<file path="src/hw/rtl/ubxnav_pkg.sv">
// Shared types and constants of the UBX navigation frame parser.
// No dependencies; every other file of the block but the payload buffer imports this package.
`default_nettype none

package ubxnav_pkg;

   // Frame framing bytes.
   localparam logic [7:0] SYNC_A    = 8'hB5;
   localparam logic [7:0] SYNC_B    = 8'h62;
   localparam logic [7:0] CLASS_NAV = 8'h01;
   localparam logic [7:0] ID_POSLLH = 8'h02;
   localparam logic [7:0] ID_STATUS = 8'h03;
   localparam logic [7:0] ID_VELNED = 8'h12;

   // Reciprocals of the velocity frame's constant divisors: a 32-bit value
   // divided by 5 is (x * SPEED_RECIP) >> SPEED_SHIFT, and by 1000 it is
   // (x * HEADING_RECIP) >> HEADING_SHIFT, exact over the full 32-bit range.
   localparam logic [31:0] SPEED_RECIP   = 32'hCCCC_CCCD;
   localparam int unsigned SPEED_SHIFT   = 34;
   localparam logic [31:0] HEADING_RECIP = 32'h1062_4DD3;
   localparam int unsigned HEADING_SHIFT = 38;

   // Width of the divider's dividend magnitude and quotient magnitude.
   localparam int unsigned DIV_W = 32;

   // Payload fetch plan: byte slot k maps to payload offset k, except in
   // velocity frames where slots from four on map to offset k plus 16.
   localparam logic [3:0] FETCH_LAST_LONG = 4'd11;
   localparam logic [3:0] FETCH_LAST_STAT = 4'd4;
   localparam logic [3:0] VEL_TAIL_SLOT   = 4'd4;
   localparam logic [4:0] VEL_TAIL_SKIP   = 5'd16;
   localparam int unsigned FETCH_SLOTS    = 12;

   localparam int unsigned CSR_IDX_W = 2;

   typedef enum logic [CSR_IDX_W-1:0] {
      CSR_ORIGIN_LAT = 2'd0,
      CSR_ORIGIN_LON = 2'd1,
      CSR_SCALE_LAT  = 2'd2,
      CSR_SCALE_LON  = 2'd3
   } csr_index_type;

   typedef enum logic [1:0] {
      FRAME_POS  = 2'd0,
      FRAME_VEL  = 2'd1,
      FRAME_STAT = 2'd2
   } frame_kind_type;

   // Parser to sequencer: the current byte, if taken, commits a known frame.
   typedef struct packed {
      logic           commit;
      frame_kind_type kind;
   } parse_status_type;

   // Sequencer to divider: sign and magnitude of the dividend, divisor.
   typedef struct packed {
      logic              neg;
      logic [DIV_W-1:0]  mag;
      logic [30:0]       divisor;
   } div_req_type;

endpackage

`default_nettype wire

</file>
<file path="src/hw/rtl/ubxnav_payload_ram.sv">
// Payload buffer of the UBX parser: one write port, one read port with a
// registered read. Depends on nothing.
`default_nettype none

module ubxnav_payload_ram #(
   parameter int unsigned PAYLOAD_BYTES = 64,
   parameter int unsigned ADDR_W        = 6
) (
   input  wire logic              clock,
   input  wire logic              wr_en,
   input  wire logic [ADDR_W-1:0] wr_addr,
   input  wire logic [7:0]        wr_data,
   input  wire logic              rd_en,
   input  wire logic [ADDR_W-1:0] rd_addr,
   output logic      [7:0]        rd_data
);

   logic [7:0] mem [PAYLOAD_BYTES];

   always_ff @(posedge clock) begin
      if (wr_en) begin
         mem[wr_addr] <= wr_data;
      end
      if (rd_en) begin
         rd_data <= mem[rd_addr];
      end
   end

endmodule

`default_nettype wire

</file>
<file path="src/hw/rtl/ubxnav_divider.sv">
// Radix-2 restoring divider, one quotient bit per cycle, sign applied at
// the end so the result truncates toward zero. Depends on ubxnav_pkg.
`default_nettype none

module ubxnav_divider
   import ubxnav_pkg::*;
(
   input  wire logic              clock,
   input  wire logic              reset,
   input  wire logic              start,
   input  wire div_req_type       req,
   output logic                   done,
   output logic signed [DIV_W:0]  quotient
);

   localparam int unsigned CNT_W = $clog2(DIV_W);
   localparam logic [CNT_W-1:0] LAST_STEP = CNT_W'(DIV_W - 1);

   logic             busy_ff;
   logic             done_ff;
   logic [CNT_W-1:0] count_ff;
   logic             neg_ff;
   logic [30:0]      rem_ff;
   logic [DIV_W-1:0] quo_ff;
   logic [30:0]      divisor_ff;

   logic [31:0] shifted;
   logic [31:0] trial;
   logic        take;

   assign shifted = {rem_ff, quo_ff[DIV_W-1]};
   assign trial   = shifted - {1'b0, divisor_ff};
   assign take    = shifted >= {1'b0, divisor_ff};

   always_ff @(posedge clock) begin
      if (reset) begin
         busy_ff <= 1'b0;
         done_ff <= 1'b0;
      end else begin
         done_ff <= 1'b0;
         if (start) begin
            busy_ff    <= 1'b1;
            count_ff   <= '0;
            neg_ff     <= req.neg;
            rem_ff     <= '0;
            quo_ff     <= req.mag;
            divisor_ff <= req.divisor;
         end else if (busy_ff) begin
            // The remainder stays below the divisor, so its top bit is free.
            rem_ff   <= take ? trial[30:0] : shifted[30:0];
            quo_ff   <= {quo_ff[DIV_W-2:0], take};
            count_ff <= count_ff + 1'b1;
            if (count_ff == LAST_STEP) begin
               busy_ff <= 1'b0;
               done_ff <= 1'b1;
            end
         end
      end
   end

   assign done     = done_ff;
   assign quotient = neg_ff ? -{1'b0, quo_ff} : {1'b0, quo_ff};

endmodule

`default_nettype wire

</file>
<file path="src/hw/rtl/ubxnav_byte_parser.sv">
// Byte-level framing of the UBX stream: sync hunt, header, payload writes
// into the payload buffer, checksum skip. Depends on ubxnav_pkg.
`default_nettype none

module ubxnav_byte_parser
   import ubxnav_pkg::*;
#(
   parameter int unsigned PAYLOAD_BYTES = 64,
   parameter int unsigned ADDR_W        = 6
) (
   input  wire logic              clock,
   input  wire logic              reset,
   input  wire logic              byte_take,
   input  wire logic [7:0]        rx_byte,
   output logic                   wr_en,
   output logic [ADDR_W-1:0]      wr_addr,
   output logic [7:0]             wr_data,
   output parse_status_type       status
);

   typedef enum logic [2:0] {
      PH_SYNC1   = 3'd0,
      PH_SYNC2   = 3'd1,
      PH_CLASS   = 3'd2,
      PH_ID      = 3'd3,
      PH_LEN_LO  = 3'd4,
      PH_LEN_HI  = 3'd5,
      PH_PAYLOAD = 3'd6,
      PH_CKSUM_B = 3'd7
   } phase_type;

   phase_type   phase_ff, phase_in;
   logic [7:0]  class_ff, class_in;
   logic [7:0]  id_ff, id_in;
   logic [15:0] length_ff, length_in;
   logic [15:0] count_ff, count_in;

   logic more_payload;
   logic in_buffer;

   assign more_payload = count_ff < length_ff;
   assign in_buffer    = count_ff < 16'(PAYLOAD_BYTES);

   always_comb begin
      phase_in  = phase_ff;
      class_in  = class_ff;
      id_in     = id_ff;
      length_in = length_ff;
      count_in  = count_ff;
      if (byte_take) begin
         case (phase_ff)
            PH_SYNC1: begin
               if (rx_byte == SYNC_A) begin
                  phase_in = PH_SYNC2;
               end
            end
            PH_SYNC2: begin
               phase_in = (rx_byte == SYNC_B) ? PH_CLASS : PH_SYNC1;
            end
            PH_CLASS: begin
               class_in = rx_byte;
               phase_in = PH_ID;
            end
            PH_ID: begin
               id_in    = rx_byte;
               phase_in = PH_LEN_LO;
            end
            PH_LEN_LO: begin
               length_in = {length_ff[15:8], rx_byte};
               phase_in  = PH_LEN_HI;
            end
            PH_LEN_HI: begin
               length_in = {rx_byte, length_ff[7:0]};
               count_in  = '0;
               phase_in  = PH_PAYLOAD;
            end
            PH_PAYLOAD: begin
               // Once the payload is complete this byte is the first checksum byte.
               if (more_payload) begin
                  count_in = count_ff + 16'd1;
               end else begin
                  phase_in = PH_CKSUM_B;
               end
            end
            PH_CKSUM_B: begin
               phase_in = PH_SYNC1;
            end
            default: begin
               phase_in = PH_SYNC1;
            end
         endcase
      end
   end

   always_ff @(posedge clock) begin
      if (reset) begin
         phase_ff  <= PH_SYNC1;
         class_ff  <= '0;
         id_ff     <= '0;
         length_ff <= '0;
         count_ff  <= '0;
      end else begin
         phase_ff  <= phase_in;
         class_ff  <= class_in;
         id_ff     <= id_in;
         length_ff <= length_in;
         count_ff  <= count_in;
      end
   end

   // Bytes past the end of the buffer are counted but not stored.
   assign wr_en   = byte_take && (phase_ff == PH_PAYLOAD) && more_payload && in_buffer;
   assign wr_addr = count_ff[ADDR_W-1:0];
   assign wr_data = rx_byte;

   always_comb begin
      status.kind = FRAME_POS;
      case (id_ff)
         ID_POSLLH: status.kind = FRAME_POS;
         ID_VELNED: status.kind = FRAME_VEL;
         ID_STATUS: status.kind = FRAME_STAT;
         default:   status.kind = FRAME_POS;
      endcase
      status.commit = (phase_ff == PH_CKSUM_B) && (class_ff == CLASS_NAV)
                   && (id_ff == ID_POSLLH || id_ff == ID_VELNED || id_ff == ID_STATUS);
   end

endmodule

`default_nettype wire

</file>
<file path="src/hw/rtl/ubx_nav_frame_parser_top.sv">
// UBX navigation frame parser, top level.
//
// Bytes of the stream enter on req_ (req_rx_byte), one transfer per byte.
// Results leave on rsp_, one transfer per committed NAV-POSLLH, NAV-VELNED
// or NAV-STATUS frame, carrying every held navigation value. The csr_
// channel writes the four registers (origins and scales); it is always
// ready and is meant to be written while the block is idle.
// Ordinary bytes are taken one per cycle. On the byte that commits a known
// frame the block stops taking bytes while it reads the needed payload bytes
// back from the payload buffer, one per cycle over its single read port.
// A position frame then runs the shared one-bit-per-cycle divider twice.
// A velocity frame divides by its constants with one shared reciprocal
// multiplier, one quotient per cycle; a status frame needs no division.
// The result sits in an output register, so bytes keep flowing while it
// waits; a second commit waits in the final stage until rsp_ready frees it.
// Reset (synchronous) returns the parser to sync hunting and zeroes all
// held values; the payload buffer is not cleared.
// Depends on ubxnav_pkg, ubxnav_byte_parser, ubxnav_payload_ram and
// ubxnav_divider.
`default_nettype none

module ubx_nav_frame_parser_top
   import ubxnav_pkg::*;
#(
   parameter int unsigned PAYLOAD_BYTES = 64
) (
   input  wire logic                 clock,
   input  wire logic                 reset,
   input  wire logic                 req_valid,
   output logic                      req_ready,
   input  wire logic [7:0]           req_rx_byte,
   output logic                      rsp_valid,
   input  wire logic                 rsp_ready,
   output logic [1:0]                rsp_frame_type,
   output logic [31:0]               rsp_time_of_week,
   output logic signed [31:0]        rsp_longitude,
   output logic signed [31:0]        rsp_latitude,
   output logic signed [32:0]        rsp_north_distance,
   output logic signed [32:0]        rsp_east_distance,
   output logic signed [22:0]        rsp_heading,
   output logic [29:0]               rsp_ground_speed,
   output logic [7:0]                rsp_fix_type,
   input  wire logic                 csr_valid,
   output logic                      csr_ready,
   input  wire logic [CSR_IDX_W-1:0] csr_index,
   input  wire logic [31:0]          csr_wdata
);

   localparam int unsigned ADDR_W = $clog2(PAYLOAD_BYTES);

   typedef enum logic [2:0] {
      SQ_IDLE       = 3'd0,
      SQ_FETCH      = 3'd1,
      SQ_FETCH_LAST = 3'd2,
      SQ_DIV1_GO    = 3'd3,
      SQ_DIV1_WAIT  = 3'd4,
      SQ_DIV2_GO    = 3'd5,
      SQ_DIV2_WAIT  = 3'd6,
      SQ_EMIT       = 3'd7
   } seq_state_type;

   // Configuration registers.
   logic [31:0] origin_lat_ff, origin_lon_ff;
   logic [30:0] scale_lat_ff, scale_lon_ff;

   assign csr_ready = 1'b1;

   always_ff @(posedge clock) begin
      if (reset) begin
         origin_lat_ff <= '0;
         origin_lon_ff <= '0;
         scale_lat_ff  <= 31'd1;
         scale_lon_ff  <= 31'd1;
      end else if (csr_valid && csr_ready) begin
         case (csr_index)
            CSR_ORIGIN_LAT: origin_lat_ff <= csr_wdata;
            CSR_ORIGIN_LON: origin_lon_ff <= csr_wdata;
            CSR_SCALE_LAT:  scale_lat_ff  <= csr_wdata[30:0];
            CSR_SCALE_LON:  scale_lon_ff  <= csr_wdata[30:0];
            default: begin
            end
         endcase
      end
   end

   // Byte parser and payload buffer.
   seq_state_type     seq_state_ff, seq_state_in;
   logic              byte_take;
   parse_status_type  parse_status;
   logic              ram_wr_en;
   logic [ADDR_W-1:0] ram_wr_addr;
   logic [7:0]        ram_wr_data;
   logic              ram_rd_en;
   logic [ADDR_W-1:0] ram_rd_addr;
   logic [7:0]        ram_rd_data;

   assign req_ready = (seq_state_ff == SQ_IDLE);
   assign byte_take = req_valid && req_ready;

   ubxnav_byte_parser #(
      .PAYLOAD_BYTES (PAYLOAD_BYTES),
      .ADDR_W        (ADDR_W)
   ) u_parser (
      .clock     (clock),
      .reset     (reset),
      .byte_take (byte_take),
      .rx_byte   (req_rx_byte),
      .wr_en     (ram_wr_en),
      .wr_addr   (ram_wr_addr),
      .wr_data   (ram_wr_data),
      .status    (parse_status)
   );

   ubxnav_payload_ram #(
      .PAYLOAD_BYTES (PAYLOAD_BYTES),
      .ADDR_W        (ADDR_W)
   ) u_payload (
      .clock   (clock),
      .wr_en   (ram_wr_en),
      .wr_addr (ram_wr_addr),
      .wr_data (ram_wr_data),
      .rd_en   (ram_rd_en),
      .rd_addr (ram_rd_addr),
      .rd_data (ram_rd_data)
   );

   // Commit sequencer state.
   frame_kind_type kind_ff;
   logic [3:0]     slot_ff;
   logic           cap_valid_ff;
   logic [3:0]     cap_slot_ff;
   logic [7:0]     fetch_data_ff [FETCH_SLOTS];
   logic [32:0]    quot1_ff, quot2_ff;

   logic [31:0] held_lon_ff, held_lat_ff;
   logic [32:0] held_north_ff, held_east_ff;
   logic [22:0] held_heading_ff;
   logic [29:0] held_speed_ff;
   logic [7:0]  held_fix_ff;
   logic        rsp_valid_ff;

   logic [31:0] word0, word1, word2;
   logic [3:0]  last_slot;
   logic [4:0]  slot_offset;
   logic        out_free;
   logic        emit;

   assign word0 = {fetch_data_ff[3], fetch_data_ff[2], fetch_data_ff[1], fetch_data_ff[0]};
   assign word1 = {fetch_data_ff[7], fetch_data_ff[6], fetch_data_ff[5], fetch_data_ff[4]};
   assign word2 = {fetch_data_ff[11], fetch_data_ff[10], fetch_data_ff[9], fetch_data_ff[8]};

   assign last_slot   = (kind_ff == FRAME_STAT) ? FETCH_LAST_STAT : FETCH_LAST_LONG;
   assign slot_offset = (kind_ff == FRAME_VEL && slot_ff >= VEL_TAIL_SLOT)
                      ? {1'b0, slot_ff} + VEL_TAIL_SKIP : {1'b0, slot_ff};
   assign ram_rd_en   = (seq_state_ff == SQ_FETCH);
   assign ram_rd_addr = ADDR_W'(slot_offset);

   assign out_free = !rsp_valid_ff || rsp_ready;
   assign emit     = (seq_state_ff == SQ_EMIT) && out_free;

   // Divider operands: flat distances for position frames.
   logic        div_start;
   logic        div_second;
   div_req_type div_req;
   logic        div_done;
   logic [32:0] div_quot;
   logic [32:0] dividend;
   logic [30:0] scale_lat_eff, scale_lon_eff;

   assign div_start  = ((seq_state_ff == SQ_DIV1_GO) || (seq_state_ff == SQ_DIV2_GO))
                    && (kind_ff == FRAME_POS);
   assign div_second = (seq_state_ff == SQ_DIV2_GO);

   // Velocity frames: speed in the first step, heading in the second, both
   // through one multiplier. The heading divides its magnitude so the
   // quotient truncates toward zero.
   logic [31:0] heading_mag;
   logic [31:0] mul_a, mul_b;
   logic [63:0] product;
   logic [32:0] speed_quot, heading_quot;

   assign heading_mag  = word2[31] ? (32'd0 - word2) : word2;
   assign mul_a        = div_second ? heading_mag : word1;
   assign mul_b        = div_second ? HEADING_RECIP : SPEED_RECIP;
   assign product      = {32'd0, mul_a} * {32'd0, mul_b};
   assign speed_quot   = {3'd0, product[63:SPEED_SHIFT]};
   assign heading_quot = word2[31] ? (33'd0 - {7'd0, product[63:HEADING_SHIFT]})
                                   : {7'd0, product[63:HEADING_SHIFT]};

   // A zero scale behaves as a scale of one.
   assign scale_lat_eff = (scale_lat_ff == '0) ? 31'd1 : scale_lat_ff;
   assign scale_lon_eff = (scale_lon_ff == '0) ? 31'd1 : scale_lon_ff;

   always_comb begin
      dividend        = '0;
      div_req.divisor = 31'd1;
      case (kind_ff)
         FRAME_POS: begin
            if (div_second) begin
               dividend        = {word1[31], word1} - {origin_lon_ff[31], origin_lon_ff};
               div_req.divisor = scale_lon_eff;
            end else begin
               dividend        = {word2[31], word2} - {origin_lat_ff[31], origin_lat_ff};
               div_req.divisor = scale_lat_eff;
            end
         end
         default: begin
            dividend        = '0;
            div_req.divisor = 31'd1;
         end
      endcase
      div_req.neg = dividend[32];
      div_req.mag = dividend[32] ? DIV_W'(-dividend) : dividend[DIV_W-1:0];
   end

   ubxnav_divider u_divider (
      .clock    (clock),
      .reset    (reset),
      .start    (div_start),
      .req      (div_req),
      .done     (div_done),
      .quotient (div_quot)
   );

   // Values written back to the held state when the result is emitted.
   logic [31:0] nxt_lon, nxt_lat;
   logic [32:0] nxt_north, nxt_east;
   logic [22:0] nxt_heading;
   logic [29:0] nxt_speed;
   logic [7:0]  nxt_fix;

   always_comb begin
      nxt_lon     = held_lon_ff;
      nxt_lat     = held_lat_ff;
      nxt_north   = held_north_ff;
      nxt_east    = held_east_ff;
      nxt_heading = held_heading_ff;
      nxt_speed   = held_speed_ff;
      nxt_fix     = held_fix_ff;
      case (kind_ff)
         FRAME_POS: begin
            nxt_lon   = word1;
            nxt_lat   = word2;
            nxt_north = quot1_ff;
            nxt_east  = quot2_ff;
         end
         FRAME_VEL: begin
            nxt_speed   = quot1_ff[29:0];
            nxt_heading = quot2_ff[22:0];
         end
         FRAME_STAT: begin
            nxt_fix = fetch_data_ff[FETCH_LAST_STAT];
         end
         default: begin
         end
      endcase
   end

   always_comb begin
      seq_state_in = seq_state_ff;
      case (seq_state_ff)
         SQ_IDLE: begin
            if (byte_take && parse_status.commit) begin
               seq_state_in = SQ_FETCH;
            end
         end
         SQ_FETCH: begin
            if (slot_ff == last_slot) begin
               seq_state_in = SQ_FETCH_LAST;
            end
         end
         SQ_FETCH_LAST: begin
            seq_state_in = (kind_ff == FRAME_STAT) ? SQ_EMIT : SQ_DIV1_GO;
         end
         SQ_DIV1_GO: begin
            seq_state_in = (kind_ff == FRAME_VEL) ? SQ_DIV2_GO : SQ_DIV1_WAIT;
         end
         SQ_DIV1_WAIT: begin
            if (div_done) begin
               seq_state_in = SQ_DIV2_GO;
            end
         end
         SQ_DIV2_GO: begin
            seq_state_in = (kind_ff == FRAME_VEL) ? SQ_EMIT : SQ_DIV2_WAIT;
         end
         SQ_DIV2_WAIT: begin
            if (div_done) begin
               seq_state_in = SQ_EMIT;
            end
         end
         SQ_EMIT: begin
            if (out_free) begin
               seq_state_in = SQ_IDLE;
            end
         end
         default: begin
            seq_state_in = SQ_IDLE;
         end
      endcase
   end

   always_ff @(posedge clock) begin
      if (reset) begin
         seq_state_ff    <= SQ_IDLE;
         cap_valid_ff    <= 1'b0;
         rsp_valid_ff    <= 1'b0;
         held_lon_ff     <= '0;
         held_lat_ff     <= '0;
         held_north_ff   <= '0;
         held_east_ff    <= '0;
         held_heading_ff <= '0;
         held_speed_ff   <= '0;
         held_fix_ff     <= '0;
      end else begin
         seq_state_ff <= seq_state_in;

         if (seq_state_ff == SQ_IDLE) begin
            kind_ff <= parse_status.kind;
            slot_ff <= '0;
         end else if (seq_state_ff == SQ_FETCH) begin
            slot_ff <= slot_ff + 4'd1;
         end

         // Read data shows up in the cycle after its address.
         cap_valid_ff <= ram_rd_en;
         cap_slot_ff  <= slot_ff;
         if (cap_valid_ff) begin
            fetch_data_ff[cap_slot_ff] <= ram_rd_data;
         end

         if (seq_state_ff == SQ_DIV1_GO && kind_ff == FRAME_VEL) begin
            quot1_ff <= speed_quot;
         end else if (seq_state_ff == SQ_DIV1_WAIT && div_done) begin
            quot1_ff <= div_quot;
         end
         if (seq_state_ff == SQ_DIV2_GO && kind_ff == FRAME_VEL) begin
            quot2_ff <= heading_quot;
         end else if (seq_state_ff == SQ_DIV2_WAIT && div_done) begin
            quot2_ff <= div_quot;
         end

         if (emit) begin
            held_lon_ff     <= nxt_lon;
            held_lat_ff     <= nxt_lat;
            held_north_ff   <= nxt_north;
            held_east_ff    <= nxt_east;
            held_heading_ff <= nxt_heading;
            held_speed_ff   <= nxt_speed;
            held_fix_ff     <= nxt_fix;

            rsp_frame_type     <= kind_ff;
            rsp_time_of_week   <= word0;
            rsp_longitude      <= nxt_lon;
            rsp_latitude       <= nxt_lat;
            rsp_north_distance <= nxt_north;
            rsp_east_distance  <= nxt_east;
            rsp_heading        <= nxt_heading;
            rsp_ground_speed   <= nxt_speed;
            rsp_fix_type       <= nxt_fix;
         end

         if (emit) begin
            rsp_valid_ff <= 1'b1;
         end else if (rsp_ready) begin
            rsp_valid_ff <= 1'b0;
         end
      end
   end

   assign rsp_valid = rsp_valid_ff;

   // The divider only finishes while the sequencer waits for it.
   assert property (@(posedge clock) disable iff (reset)
      div_done |-> (seq_state_ff == SQ_DIV1_WAIT || seq_state_ff == SQ_DIV2_WAIT))
      else $error("divider finished outside a wait state");

   // A new result appears only out of the emit stage.
   assert property (@(posedge clock) disable iff (reset)
      $rose(rsp_valid) |-> $past(seq_state_ff == SQ_EMIT))
      else $error("result raised outside the emit stage");

   // The payload buffer is not written while a commit is reading it back.
   assert property (@(posedge clock) disable iff (reset)
      ram_wr_en |-> (seq_state_ff == SQ_IDLE))
      else $error("payload write during a commit");

   // The divider never starts with a zero divisor.
   assert property (@(posedge clock) disable iff (reset)
      div_start |-> (div_req.divisor != '0))
      else $error("divider started with a zero divisor");

endmodule

`default_nettype wire
</file>
<file path="config.mk">
export PLATFORM = sky130hd
export DESIGN_NAME = ubx_nav_frame_parser_top
export DESIGN_NICKNAME = d
export VERILOG_FILES = /design/src/hw/rtl/ubxnav_pkg.sv /design/src/hw/rtl/ubxnav_payload_ram.sv /design/src/hw/rtl/ubxnav_divider.sv /design/src/hw/rtl/ubxnav_byte_parser.sv /design/src/hw/rtl/ubx_nav_frame_parser_top.sv
export SDC_FILE = /design/constraint.sdc
export NUM_CORES = 2
export LEC_CHECK = 0
export BUFFER_PORTS_ARGS = -buffer_cell sky130_fd_sc_hd__buf_2
export CAP_MARGIN = 20
export CORE_MARGIN = 1.5
export CORE_UTILIZATION = 60
export DETAILED_ROUTE_END_ITERATION = 8
export PLACE_DENSITY = 0.77
export RECOVER_POWER = 25
export REMOVE_ABC_BUFFERS = 1
export SLEW_MARGIN = 15
export SYNTH_ARGS = -nofsm -noshare
export SYNTH_HDL_FRONTEND = slang
export SYNTH_SLANG_ARGS = --single-unit
export TNS_END_PERCENT = 20
</file>
<file path="constraint.sdc">
create_clock -name clock -period 15.6 [get_ports clock]
set_clock_uncertainty 0.05 [all_clocks]
set_input_delay 1.56 -clock clock [delete_from_list [all_inputs] [get_ports clock]]
set_output_delay 1.56 -clock clock [all_outputs]
set_load 0.03 [all_outputs]
</file>
# Yosys cells after proc, flatten, opt, wreduce, memory -nomap -nowiden
# Memory sizes are Yosys's and may differ from the RTL's. A register that Yosys moved wholly into a read port is not among the register bits.
# Cells that the tools add are included.
# W data, S select, Z words.
# word_totals
mem_bits_rw	608
output_inout_bits	228
in_bits	47
wordCells	206
latch_bits	0
mem_bits_ro	0
mem_count	2
regBits	744
# op_classes
n_lt_le_gt_ge	4
n_reduce_logical	50
muxes	58
div	0
n_addsub	11
eq_ne	35
bitwise_logic	4
n_mul	1
n_shift	0
# mem_list
name	depth	width	read_ports	rd_clocked_by_memory_dff	wr	line_no	source
u_payload.mem	64	8	1	1	1	ubxnav_payload_ram.sv:18	logic [7:0] mem [PAYLOAD_BYTES];
fetch_data_ff	12	8	12	4	1	ubx_nav_frame_parser_top.sv:132	logic [7:0] fetch_data_ff [FETCH_SLOTS];
# op_table
op	count
$mux W33	9
$mux W32	8
$mux W31	5
$sub A32 B32 Y33	2
$mul A32 B32 Y64	1
$pmux W16 S2	2
$logic_not A31 Y1	2
$mux W30	2
$pmux W3 S8	2
$neg A32 Y33	1
$ge A32 B31 Y1	1
$neg A32 Y32	1
$sub A1 B32 Y32 const A	1
$sub A31 B31 Y31	1
$sub A1 B26 Y27 const A	1
$reduce_and A2 Y1	13
$eq A3 B3 Y1 const B	8
$mux W3	8
$mux W23	1
$add A16 B1 Y16 const B	1
$eq A8 B2 Y1 const B	2
$lt A16 B16 Y1	1
$lt A16 B7 Y1 const B	1
$mux W16	1
other kinds (32)	88

# Longest topological paths before layout
# An unclocked memory read counts as a cell.
# depth
ltp_word	8
ltp_mapped	40
ltp_nobuf	39

# By module
# From an unflattened synthesis, not the netlist that was laid out.
# hier_totals
cells_unflattened	7931
hier_area_um2	85877.4
# modules_own_cells
module	cells_each	area_each_um2	n_inst	seq_area_each_um2
ubx_nav_frame_parser_top	6021	56342.8	1	18367.6
ubxnav_payload_ram	940	20246.9	1	15615.0
ubxnav_divider	632	6553.8	1	3042.9
ubxnav_byte_parser	338	2733.9	1	1021.0

# Worst setup path after synthesis
# OpenSTA, ideal clock, no wires.
# synth_timing
kind	in2reg
start	in rsp_ready
end	reg rsp_east_distance[0], enable pin
path_buffers	2
path_stages	5
required_ns	14.734
t_arrival_ns	11.510
slack_ns	3.225
setup_ns	0.816
path_cell_list	nand2b_1 nand2b_1 clkbuf_1 clkbuf_1 nor2_1
# synth_between
elab_chain_cells	3
# synth_lines
element	line_no	source
start, declared	ubx_nav_frame_parser_top.sv:33	input wire logic rsp_ready,
$logic_or A1 B1 Y1	ubx_nav_frame_parser_top.sv:158	assign out_free = !rsp_valid_ff || rsp_ready;
$logic_and A1 B1 Y1	ubx_nav_frame_parser_top.sv:159	assign emit = (seq_state_ff == SQ_EMIT) && out_free;
$reduce_and A2 Y1 (no line)	-	
end signal, assigned	ubx_nav_frame_parser_top.sv:356	rsp_east_distance <= nxt_east;
end, declared	ubx_nav_frame_parser_top.sv:39	output logic signed [32:0] rsp_east_distance,
# No other way between the ends.
# A chain may end at the register's enable or synchronous reset.

==> results.py <==
metrics = {
    "worst_setup_path": {
        "crit_arrival_ps": 12920,
        "critPathMaxFanout": 9,
        "type_of_destination_of_the_critical_path": "flip-flop",
        "worst-r2r-cell-count": 37,
        "critical_path.reg2reg.startpoint": "fetch_data_ff[8][5]",
        "timing.reg2reg.setup_slack_ps": 3160,
        "critical-path-top-cell-by-count": "fa_1",
        "critical-path-max-stage-delay_ps": 820,
        "timing.critical_path.required_ps": 16080,
        "worstSetupPathType": "flip-flop to flip-flop",
        "launching_instance_or_port_of_the_critical_path": "fetch_data_ff[8][5]",
        "cpMaxStageDelayCell": "nor3b_1",
        "cp-start-kind": "flip-flop",
        "capture_instance_of_the_worst_register_to_register_path": "quot2_ff[28]",
        "cp-endpoint": "quot2_ff[28]",
    },
    "clocking": {
        "post_cts_resize_count": 0,
        "cts_hold_buf": 0,
        "cts_sinks": 1104,
        "h-tree-depth": 3,
        "worstSkewPairLatency_ps": 800,
        "clock_tree.root_cell": "clkbuf_16",
        "clkSlewWorstSetupHoldPaths_ps": 70,
        "tritoncts": "yes",
        "clk_path_buf_depth": 3,
        "post-cts-setup-buffers": 0,
        "cts_inserted_buffers": 110,
    },
    "min_path": {
        "hold_class": "flip-flop to flip-flop",
        "timing.hold.worst_path_depth": 0,
    },
    "sta": {
        "timing.final.max_slew_violations": 735,
        "fmax_mhz": 80.41,
        "final-hold-violation-count": 0,
        "final_hold_slack_ps": 351.9,
        "rsz0062_at_grt": "false",
        "setup_viol": 0,
        "timing.final.crit_period_ps": 12440,
        "final_period_utilization_pct": 79.72,
        "timing.slew.headroom_pct": -162.4,
        "worst_slew_pin_slew_ps": 3935,
        "sum_of_negative_setup_slack_ps": 0,
    },
    "drt": {
        "initialDrtViolationCount": 5959,
        "vias": 55761,
        "drt-pass1-iter-count": 8,
        "drcViolationCount": 0,
        "avgRoutedWirePerCell_um": 23.47,
        "totalWireLength_mm": 219.5,
        "postRouteAntennaNets": 0,
        "vias_per_cell": 5.962,
    },
    "grt": {
        "antenna_found_initial": 6,
        "grt_use_total_pct": 35.15,
        "grt_pass1_wl_mm": 333.5,
        "first_global_vias": 55860,
        "grt_start_max_net_pins": 93,
        "overflow": 0,
    },
    "floorplan": {
        "num_io_pins": 275,
        "dieWidth_um": 354.8,
        "core_ar_um2": 122400,
        "start_util_pct": 60.69,
        "row_count": 128,
        "design.die.area_um2": 125900,
        "fp.dieH_um": 354.8,
    },
    "layout": {
        "sequential_cell_area_um2": 29400,
        "design_area_um2": 80760,
        "layout-area-overhead-vs-synth_pct": 8.753,
        "layout-drive-gt1-share_pct": 7.830,
        "antenna_cells": 0,
        "multi_input_comb_area_um2": 39810,
        "layout.core_utilization_pct": 66.00,
        "filler_cell_count": 9622,
        "finalNetCount": 8824,
    },
    "flow_run": {
        "drv.max_cap_violation_count": 18,
    },
    "logic_synthesis": {
        "avgSynthCellArea_um2": 9.896,
        "synth-edff-count": 729,
        "yosysWarningCount": 0,
        "synth.distinct_cells": 101,
        "post_synth_and_or_nand_nor_area_fraction_pct": 14.79,
        "synth_top_family_by_area": "adder cells",
        "seq_area_frac_synth_pct": 39.59,
        "share_of_async_settable_or_async_resettable_flops_after_synthesis_pct": 0,
        "mapped_area_um2": 74260,
        "synth_xor_xnor_area_share_pct": 2.501,
        "postSynthRegisterBits": 1104,
        "synth.mux.area_fraction_pct": 3.105,
        "synth-main-ff-cell": "edfxtp_1",
        "synth-compound-area-share_pct": 8.164,
        "synth_adder_area_share_pct": 24.90,
        "syn_inst_count": 7504,
    },
    "placed_design": {
        "hpwlAfterDp_mm": 167.7,
        "finalWeightedCongestion": 1.028,
        "placedInstanceArea_um2": 77010,
        "io_buffer_count": 273,
    },
    "outcome": {
        "outcome": "finished with violations",
        "violations": "max-capacitance violations, max-slew violations",
    },
    "power": {
        "static_leakage_nw": 34.59,
        "power.ir.vdd_worst_v": 0.00009420,
        "power_per_cell_area_nw_per_um2": 75.26,
    },
}
-- layout make-up --
type / instances / share of cell area [%]
Inverter: 1048 / 4.871
Multi-Input combinational cell: 5031 / 49.29
Sequential cell: 1104 / 36.40
Tap cell: 1625 / 2.518
Timing Repair Buffer: 335 / 2.236
Clock buffer: 153 / 3.858
Clock inverter: 56 / 0.8212
-- power by group --
group	internal, W	switching (W)	total, W	leakage (nW)
clock network	0.00154	0.00119	0.00273	1.83
logic	0.0000665	0.000168	0.000235	23.1
registers	0.00311	0.00000859	0.00311	9.63
-- how the worst min path moves through the flow --
| stage | startpoint | to | slack [ps] |
|---|---|---|---|
| 3_5_place_dp | fetch_data_ff[2][4] | rsp_time_of_week[20] | 350 |
| 6_report | fetch_data_ff[2][1] | rsp_time_of_week[17] | 350 |
| 2_1_floorplan | fetch_data_ff[0][0] | rsp_time_of_week[0] | 350 |
| 5_1_grt | fetch_data_ff[2][1] | rsp_time_of_week[17] | 360 |
| 3_3_place_gp | fetch_data_ff[1][3] | rsp_time_of_week[11] | 350 |
| 4_1_cts | fetch_data_ff[2][1] | rsp_time_of_week[17] | 350 |
-- worst max-delay path: cells and delay by family, from the launching register on --
family,cells,cell delay [ps]
buffers and inverters,7,630
AOI/OAI and AO/OA,6,1450
adders and majority gates,10,4580
xor gates and xnor gates,2,380
DFF,1,440
and+or+nand+nor,12,4710
-- metal layers --
metal | global-route usage [%] | share of wire, % | wire [um]
met5 | 0 | 0.023 | 50
met4 | 18.00 | 5.7 | 12600
met3 | 5.159 | 7.9 | 17260
met1 | 45.57 | 39 | 86290
met2 | 57.76 | 47 | 103300
-- logic make-up after synthesis --
group	count (synthesis)
compound gates	973
fa+ha+maj	1147
simple gates	2539
xor+xnor	212
flops	1104
mux	157
other cells	1
buf+inv	1371
-- per-stage QoR --
stage	instances	setup WS, ps	total power (W)
floorplan	7183	-2065	0.003301
global placement	9140	3604	0.003400
detailed placement	9141	3275	0.003405
CTS	9350	3299	0.006099
global route	9352	2457	0.006237
finish	9352	3163	0.006078
-- cell usage in the layout, fill, tap and decap left out, drive strengths merged, types with 16 or more instances in the layout --
| cell type | count |
|---|---|
| a31oi | 34 |
| o31ai | 30 |
| nand2b | 44 |
| a211oi | 37 |
| nor2b | 26 |
| xor2 | 117 |
| nand4 | 43 |
| a21o | 61 |
| o41ai | 17 |
| dfxtp | 375 |
| o21a | 27 |
| nand3 | 79 |
| mux4 | 56 |
| nor4 | 35 |
| clkbuf | 175 |
| fa | 551 |
| and2 | 23 |
| nand3b | 16 |
| xnor2 | 95 |
| o21ai | 219 |
| or3 | 36 |
| ha | 596 |
| inv | 1050 |
| a21oi | 350 |
| edfxtp | 729 |
| o211ai | 25 |
| nor2 | 723 |
| nand2 | 1151 |
| buf | 313 |
| clkinv | 45 |
| and3 | 27 |
| nor3 | 257 |
| mux2 | 17 |
| mux2i | 84 |
| a22oi | 44 |
-- synth_stat cells (56+ instances only) --
| master | number | area (um^2) |
|---|---|---|
| nand2_1 | 1151 | 4320 |
| inv_1 | 1045 | 3923 |
| edfxtp_1 | 729 | 21890 |
| nor2_1 | 723 | 2714 |
| ha_1 | 596 | 7457 |
| fa_1 | 551 | 11030 |
| dfxtp_1 | 375 | 7507 |
| a21oi_1 | 350 | 1752 |
| clkbuf_1 | 294 | 1104 |
| nor3_1 | 257 | 1286 |
| o21ai_0 | 207 | 1036 |
| xor2_1 | 117 | 1025 |
| xnor2_1 | 95 | 832.1 |
| mux2i_1 | 83 | 830.8 |
| nand3_1 | 77 | 385.4 |
| a21o_1 | 61 | 457.9 |
| mux4_2 | 56 | 1261 |
-- sequential cells by signal, summed over array words and instances (netlist names), 32 cells and up --
| name | count |
|---|---|
| u_payload.mem | 224 |
| fetch_data_ff | 96 |
| held_east_ff | 33 |
| held_north_ff | 33 |
| quot1_ff | 33 |
| quot2_ff | 33 |
| rsp_east_distance | 33 |
| rsp_north_distance | 33 |
| held_lat_ff | 32 |
| held_lon_ff | 32 |
| origin_lat_ff | 32 |
| origin_lon_ff | 32 |
| rsp_latitude | 32 |
| rsp_longitude | 32 |
| rsp_time_of_week | 32 |
| u_divider.quo_ff | 32 |
Power figures use the tool's default switching activity.
